[config.mk]
export PLATFORM = sky130hd
export DESIGN_NAME = amad_norm
export DESIGN_NICKNAME = d
export VERILOG_FILES = /design/src/rtl/core/amad_pkg.sv /design/src/rtl/core/amad_norm.sv
export SDC_FILE = /design/constraint.sdc
export NUM_CORES = 2
export LEC_CHECK = 0
export BUFFER_PORTS_ARGS = -buffer_cell sky130_fd_sc_hd__buf_2
export CAP_MARGIN = 20
export CORE_ASPECT_RATIO = 1.5
export CORE_MARGIN = 5
export CORE_UTILIZATION = 55
export CTS_CLUSTER_SIZE = 28
export DETAILED_ROUTE_END_ITERATION = 6
export PLACE_DENSITY = 0.82
export SLEW_MARGIN = 20
export SYNTH_ARGS = -nofsm -noshare
export SYNTH_HDL_FRONTEND = slang
export SYNTH_SLANG_ARGS = --single-unit
[constraint.sdc]
create_clock -name clk -period 23.2 [get_ports clk]
set_input_delay 1.16 -clock clk [delete_from_list [all_inputs] [get_ports clk]]
set_output_delay 1.16 -clock clk [all_outputs]
set_load 0.05 [all_outputs]
[src/rtl/core/amad_pkg.sv]
`timescale 1ns / 1ps

package amad_pkg;

	// Register and output widths
	localparam int WL_BITS  = 8;
	localparam logic [WL_BITS-1:0] WL_RESET = 8'd5;
	localparam int DIR_BITS = 16;

	// Normalized magnitude lies in [2^(NORM_BITS-1), 2^NORM_BITS)
	localparam int NORM_BITS = 30;
	// Quotient bits per axis (result up to 16384)
	localparam int DIV_STEPS = 15;
	// Step counter inside the normalizer
	localparam int CNT_BITS  = 5;

	// Normalizer result, held until the next start
	typedef struct packed {
		logic                          done;
		logic                          zero;
		logic [2:0][DIR_BITS-1:0]      dir;
	} nrm_res_t;

endpackage

[src/rtl/core/amad_norm.sv]
`timescale 1ns / 1ps

// Bit-serial normalizer: scale, sum of squares, square root, three divides.
module amad_norm import amad_pkg::*; #(
	parameter int SUM_BITS = 24
) (
	input  logic                       clk,
	input  logic                       arst_n,
	input  logic                       go,
	input  logic signed [SUM_BITS-1:0] sum_x,
	input  logic signed [SUM_BITS-1:0] sum_y,
	input  logic signed [SUM_BITS-1:0] sum_z,
	output nrm_res_t                   res
);

	localparam int NW = (SUM_BITS > NORM_BITS + 1) ? SUM_BITS : NORM_BITS + 1;
	localparam int MB = 2 * NORM_BITS + 2;	// sum of three squares
	localparam int RB = NORM_BITS + 1;	// root bits
	localparam int QB = DIV_STEPS;
	localparam int DB = RB + 1;		// divisor 2*r

	localparam logic [2:0] PH_IDLE  = 3'd0;
	localparam logic [2:0] PH_SHIFT = 3'd1;
	localparam logic [2:0] PH_SQR   = 3'd2;
	localparam logic [2:0] PH_ROOT  = 3'd3;
	localparam logic [2:0] PH_DINIT = 3'd4;
	localparam logic [2:0] PH_DIV   = 3'd5;
	localparam logic [2:0] PH_FIN   = 3'd6;

	logic [2:0]                 ph_q;
	logic [CNT_BITS-1:0]        cnt_q;
	logic [2:0]                 neg_q;
	logic [2:0][NW-1:0]         mag_q;
	logic [2:0][NORM_BITS-1:0]  mul_q;
	logic [MB-1:0]              acc_q;
	logic [RB+2:0]              rem_q;
	logic [RB-1:0]              root_q;
	logic [2:0][DB-1:0]         drem_q;
	logic [QB-1:0]              lo_q;
	logic [2:0][QB-1:0]         quo_q;
	logic                       done_q;
	logic                       zero_q;
	logic [2:0][DIR_BITS-1:0]   dir_q;

	logic signed [2:0][SUM_BITS-1:0] sum_in;
	logic [2:0][NW-1:0]         mag_in;
	logic                       all_zero;
	logic                       any_hi;
	logic                       any_top;
	logic [NORM_BITS+1:0]       pp;
	logic [RB+2:0]              rem_n;
	logic [RB+2:0]              trial;
	logic                       root_ge;
	logic [DB:0]                dvs;
	logic [2:0][DB:0]           dt;
	logic [2:0]                 div_ge;

	// Magnitudes of the incoming sums (sign-extended before negation)
	always_comb begin
		sum_in = {sum_z, sum_y, sum_x};
		for (int i = 0; i < 3; i++) begin
			mag_in[i] = sum_in[i][SUM_BITS-1] ? NW'(-(NW'($signed(sum_in[i]))))
			                                  : NW'(sum_in[i]);
		end
		all_zero = (sum_x == '0) && (sum_y == '0) && (sum_z == '0);
	end

	// Range tests for the scaling shift
	always_comb begin
		any_hi  = 1'b0;
		any_top = 1'b0;
		for (int i = 0; i < 3; i++) begin
			any_hi  = any_hi  | (|mag_q[i][NW-1:NORM_BITS]);
			any_top = any_top | (|mag_q[i][NW-1:NORM_BITS-1]);
		end
	end

	// Partial product row of the serial squarer
	always_comb begin
		pp = '0;
		for (int i = 0; i < 3; i++) begin
			if (mul_q[i][NORM_BITS-1]) begin
				pp = pp + (NORM_BITS+2)'(mag_q[i][NORM_BITS-1:0]);
			end
		end
	end

	// One root bit per cycle
	always_comb begin
		rem_n   = {rem_q[RB:0], acc_q[MB-1:MB-2]};
		trial   = {1'b0, root_q, 2'b01};
		root_ge = rem_n >= trial;
	end

	// One quotient bit per axis per cycle
	always_comb begin
		dvs = {1'b0, root_q, 1'b0};
		for (int i = 0; i < 3; i++) begin
			dt[i]     = {drem_q[i], lo_q[QB-1]};
			div_ge[i] = dt[i] >= dvs;
		end
	end

	// Sequencer
	always_ff @(posedge clk or negedge arst_n) begin
		if (!arst_n) begin
			ph_q   <= PH_IDLE;
			cnt_q  <= '0;
			done_q <= 1'b0;
		end else begin
			done_q <= 1'b0;
			case (ph_q)
				PH_IDLE: begin
					if (go) begin
						if (all_zero) begin
							done_q <= 1'b1;
						end else begin
							ph_q <= PH_SHIFT;
						end
					end
				end
				PH_SHIFT: begin
					if (!any_hi && any_top) begin
						ph_q  <= PH_SQR;
						cnt_q <= '0;
					end
				end
				PH_SQR: begin
					cnt_q <= cnt_q + 1'b1;
					if (cnt_q == CNT_BITS'(NORM_BITS - 1)) begin
						ph_q  <= PH_ROOT;
						cnt_q <= '0;
					end
				end
				PH_ROOT: begin
					cnt_q <= cnt_q + 1'b1;
					if (cnt_q == CNT_BITS'(RB - 1)) begin
						ph_q  <= PH_DINIT;
						cnt_q <= '0;
					end
				end
				PH_DINIT: begin
					ph_q <= PH_DIV;
				end
				PH_DIV: begin
					cnt_q <= cnt_q + 1'b1;
					if (cnt_q == CNT_BITS'(QB - 1)) begin
						ph_q  <= PH_FIN;
						cnt_q <= '0;
					end
				end
				PH_FIN: begin
					done_q <= 1'b1;
					ph_q   <= PH_IDLE;
				end
				default: begin
					ph_q <= PH_IDLE;
				end
			endcase
		end
	end

	// Datapath shift registers
	always_ff @(posedge clk) begin
		case (ph_q)
			PH_IDLE: begin
				if (go) begin
					for (int i = 0; i < 3; i++) begin
						neg_q[i] <= sum_in[i][SUM_BITS-1];
						mag_q[i] <= mag_in[i];
					end
					if (all_zero) begin
						zero_q <= 1'b1;
						dir_q  <= '0;
					end
				end
			end
			PH_SHIFT: begin
				for (int i = 0; i < 3; i++) begin
					if (any_hi) begin
						mag_q[i] <= mag_q[i] >> 1;
					end else if (!any_top) begin
						mag_q[i] <= mag_q[i] << 1;
					end else begin
						mul_q[i] <= mag_q[i][NORM_BITS-1:0];
					end
				end
				acc_q  <= '0;
				rem_q  <= '0;
				root_q <= '0;
			end
			PH_SQR: begin
				acc_q <= {acc_q[MB-2:0], 1'b0} + MB'(pp);
				for (int i = 0; i < 3; i++) begin
					mul_q[i] <= mul_q[i] << 1;
				end
			end
			PH_ROOT: begin
				acc_q  <= acc_q << 2;
				rem_q  <= root_ge ? (rem_n - trial) : rem_n;
				root_q <= {root_q[RB-2:0], root_ge};
			end
			PH_DINIT: begin
				for (int i = 0; i < 3; i++) begin
					drem_q[i] <= DB'(mag_q[i][NORM_BITS-1:0]) + DB'(root_q[RB-1:QB]);
					quo_q[i]  <= '0;
				end
				lo_q <= root_q[QB-1:0];
			end
			PH_DIV: begin
				for (int i = 0; i < 3; i++) begin
					drem_q[i] <= div_ge[i] ? DB'(dt[i] - dvs) : DB'(dt[i]);
					quo_q[i]  <= {quo_q[i][QB-2:0], div_ge[i]};
				end
				lo_q <= lo_q << 1;
			end
			PH_FIN: begin
				zero_q <= 1'b0;
				for (int i = 0; i < 3; i++) begin
					dir_q[i] <= neg_q[i] ? (DIR_BITS'(0) - DIR_BITS'(quo_q[i]))
					                     : DIR_BITS'(quo_q[i]);
				end
			end
			default: begin
				zero_q <= zero_q;
			end
		endcase
	end

	assign res.done = done_q;
	assign res.zero = zero_q;
	assign res.dir  = dir_q;

endmodule

==> results_tabular.tex <==
\begin{tabular}{lr}
\hline
Metric & Value \\
\hline
\multicolumn{2}{l}{\textbf{Timing}} \\
Total negative slack & 0 ns \\
Fin. max-slew vios & 0 \\
Number of hold violations in the final report & 0 \\
Relative slew margins & 31.5\% \\
Maximum clock frequency & 119 MHz \\
Setup repair after global routing missed its margin & false \\
Tmin final & 8.42 ns \\
Final setup fails & 0 \\
Worst clock skew & 0.0387 ns \\
Actual slew at the worst max-slew pin & 1.03 ns \\
Final worst path period share & 36.3\% \\
\multicolumn{2}{l}{\textbf{Final layout}} \\
Final \#Nets & 4870 \\
Post-synthesis to final-layout area growth & 7.56\% \\
Fill cells & 6174 \\
Fraction of final layout cells with drive strength greater than 1 & 7.51\% \\
Final cell area excluding filler cells & 43300 um2 \\
\multicolumn{2}{l}{\textbf{Worst setup path}} \\
CP max stage cell & sky130\_fd\_sc\_hd\_\_ha\_1 \\
Register-to-register path setup slack & 14.78 ns \\
Nature of the critical path endpoint & register \\
Required @ worst endpoint & 23.59 ns \\
Category of the critical setup timing path & register to register \\
Most used cell, CP & sky130\_fd\_sc\_hd\_\_ha\_1 \\
Data arrival, critical path & 8.81 ns \\
CP startpoint kind & register \\
Crit Path Max Fanout & 41 \\
Delay contributed by the slowest stage of the critical path & 0.40 ns \\
\multicolumn{2}{l}{\textbf{Route}} \\
Routed WL & 119000 um \\
Per-cell routed wire length & 21.7 um \\
DR DRC count & 0 \\
Vias after detailed routing & 34868 \\
Final antenna-violating net count & 0 \\
Via/cell ratio & 6.36 \\
Number of detailed-routing iterations run before antenna repair & 6 \\
Number of DRC violations after detailed-routing iteration 0 & 2967 \\
\multicolumn{2}{l}{\textbf{Logic synthesis}} \\
Most used DFF post-synth & sky130\_fd\_sc\_hd\_\_edfxtp\_1 \\
Post-synth top area cell & sky130\_fd\_sc\_hd\_\_edfxtp\_1 \\
Post-synthesis sequential element count & 525 \\
Ranking of synthesized cells by area & sky130\_fd\_sc\_hd\_\_edfxtp\_1, sky130\_fd\_sc\_hd\_\_ha\_1, sky130\_fd\_sc\_hd\_\_nand2\_1 \\
Average footprint of a synthesized cell & 8.96 um2 \\
Top-count cell post-synth & sky130\_fd\_sc\_hd\_\_nand2\_1 \\
Area share of the leading cell type in the synthesized netlist & 38.5\% \\
Netlist area before placement & 40300 um2 \\
FFs w/ async S/R, synth & 1.71\% \\
Yosys warning count & 0 \\
Gate Count Post-Synth & 4496 \\
Synth Net Count & 4850 \\
Leading post-synthesis cells by instance count & sky130\_fd\_sc\_hd\_\_nand2\_1, sky130\_fd\_sc\_hd\_\_edfxtp\_1, sky130\_fd\_sc\_hd\_\_nor2\_1 \\
Sequential-to-total area share from yosys stat & 39.0\% \\
Unique cell type count in the Yosys netlist & 94 \\
Number of enable-type register cells in the synthesized netlist & 516 \\
\multicolumn{2}{l}{\textbf{Global routing}} \\
Antenna violations before repair & 1 \\
Number of global-route vias before repair & 33396 \\
Total global-route track usage & 28.9\% \\
First-pass GRT wire length & 182000 um \\
Largest net degree at the start of global routing & 184 \\
Total global routing overflow & 0 \\
\multicolumn{2}{l}{\textbf{Place}} \\
HPWL after detailed placement & 87600 um \\
Count of input and output buffers & 124 \\
Placed instance area & 41600 um2 \\
Placer Congestion & 1.00 \\
\multicolumn{2}{l}{\textbf{Clocking}} \\
Sink Count & 525 \\
Post-cts repair resize count & 0 \\
Clock Path Buffers & 3 \\
Number of hold buffers added after cts & 0 \\
Number of buffers inserted during clock tree synthesis & 53 \\
Clk Latency, worst-skew pair & 0.64 ns \\
Clock edge transition at the registers on the reported setup and hold paths & 0.07 ns \\
H-tree depth reported by CTS & 2 \\
Cell at the root of the clock tree & sky130\_fd\_sc\_hd\_\_clkbuf\_16 \\
Number of setup buffers added after CTS & 0 \\
TritonCTS clock tree & done \\
\multicolumn{2}{l}{\textbf{Floorplanning}} \\
Overall die height & 341 um \\
Die outline area & 78900 um2 \\
Starting utilization of the core area & 55.4\% \\
Number of cell rows & 121 \\
DIE WIDTH & 231 um \\
I/O pin count & 125 \\
Area of the core & 72700 um2 \\
\multicolumn{2}{l}{\textbf{Pwr}} \\
Power density relative to cell area & 53.6 nW/um2 \\
Leakage power & 18.0 nW \\
Worst vdd ir & 0.0000707 V \\
Final Power & 2.32 mW \\
\multicolumn{2}{l}{\textbf{Run}} \\
Max\_cap viols & 0 \\
\multicolumn{2}{l}{\textbf{Min path}} \\
Class of the worst hold path & input port to asynchronous set/reset pin \\
\multicolumn{2}{l}{\textbf{Outcome}} \\
Run status & finished clean \\
\hline
\end{tabular}
==> logic make-up (layout without fill, tap and decap cells) <==
family / count (synthesis) / in the layout / synth area share (%)
AOI/OAI and AO/OA: 1174 / 1174 / 18.9
xor gates and xnor gates: 338 / 338 / 7.35
adders and majority gates: 280 / 280 / 8.86
buffers and inverters: 354 / 414 / 3.47
DFF: 525 / 525 / 39.0
muxes: 131 / 131 / 3.35
other: 0 / 1 / 0
and+or+nand+nor: 1694 / 1694 / 19.0
==> sequential cells by signal, indices dropped and copies added (netlist names), 31 cells and up <==
name / flops
quo_q: 45
mag_q: 93
res: 48
mul_q: 90
drem_q: 96
acc_q: 62
rem_q: 32
root_q: 31
==> cell type report <==
class                      count  area (um2)  area share (%)
multi-input combinational   3617       23300            53.7
sequential                   525       15700            36.3
clock buffer                  66        1440            3.32
tap                          922        1150            2.66
timing repair buffer         161         911            2.10
inverter                     158         593            1.37
clock inverter                29         250           0.578
antenna                        1        2.50         0.00578
==> report_power, final <==
group / internal [mW] / switching, mW / leakage, nW / total [mW]
Clock: 0.474 / 0.389 / 0.831 / 0.863
Sequential: 1.07 / 0.0205 / 4.78 / 1.09
Combinational: 0.152 / 0.212 / 12.4 / 0.365
==> final timing paths <==
| kind | cells after the start | endpoint | startpoint |
|---|---|---|---|
| worst max-delay path | 33 | acc_q[60] | mul_q[29] |
| worst min-delay path | 1 | ph_q[1] | arst_n |
| worst max register to register | 33 | acc_q[60] | mul_q[29] |
| worst min register to register | 2 | mul_q[13] | mul_q[12] |
| max in group asynchronous | 1 | done_q | arst_n |
| min in group clk | 2 | mul_q[13] | mul_q[12] |
==> layout by cell type, fill, tap and decap left out, types with 56 or more instances in the layout <==
cell type,count
sky130_fd_sc_hd__a21o_1,129
sky130_fd_sc_hd__a21oi_1,276
sky130_fd_sc_hd__a31oi_1,100
sky130_fd_sc_hd__and3_1,87
sky130_fd_sc_hd__buf_2,124
sky130_fd_sc_hd__edfxtp_1,516
sky130_fd_sc_hd__ha_1,270
sky130_fd_sc_hd__inv_1,157
sky130_fd_sc_hd__mux2i_1,102
sky130_fd_sc_hd__nand2_1,785
sky130_fd_sc_hd__nand3_1,95
sky130_fd_sc_hd__nor2_1,361
sky130_fd_sc_hd__nor3_1,56
sky130_fd_sc_hd__o21ai_0,261
sky130_fd_sc_hd__xnor2_1,202
sky130_fd_sc_hd__xor2_1,136
==> metrics by stage <==
stage	hold slack [ns]	setup WS (ns)	util, %	instances
final	0.399	14.78	59.6	5479
after global routing	0.414	14.33	59.6	5478
after CTS	0.392	14.94	59.6	5478
after global placement	0.486	15.05	57.3	5383
after detailed placement	0.492	14.94	57.3	5383
after floorplan	0.459	12.97	-	4496
==> critical path, delay by kind of cell, from the launching register on <==
family / cells / cell delay, ns
buf+inv: 2 / 0.42
compound gates: 16 / 3.51
xor+xnor: 1 / 0.16
fa+ha+maj: 4 / 1.32
simple gates: 9 / 2.28
mux: 1 / 0.13
flops: 1 / 0.32
==> routing by layer <==
layer	wire [um]	global-route usage, %	vias up
li1	-	-	16448
met4	10600	21.1	0
met5	0	0	-
met2	57500	49.9	1438
met1	42800	32.8	16560
met3	8230	3.81	422
Note: power is estimated with default switching activity, not from simulation.
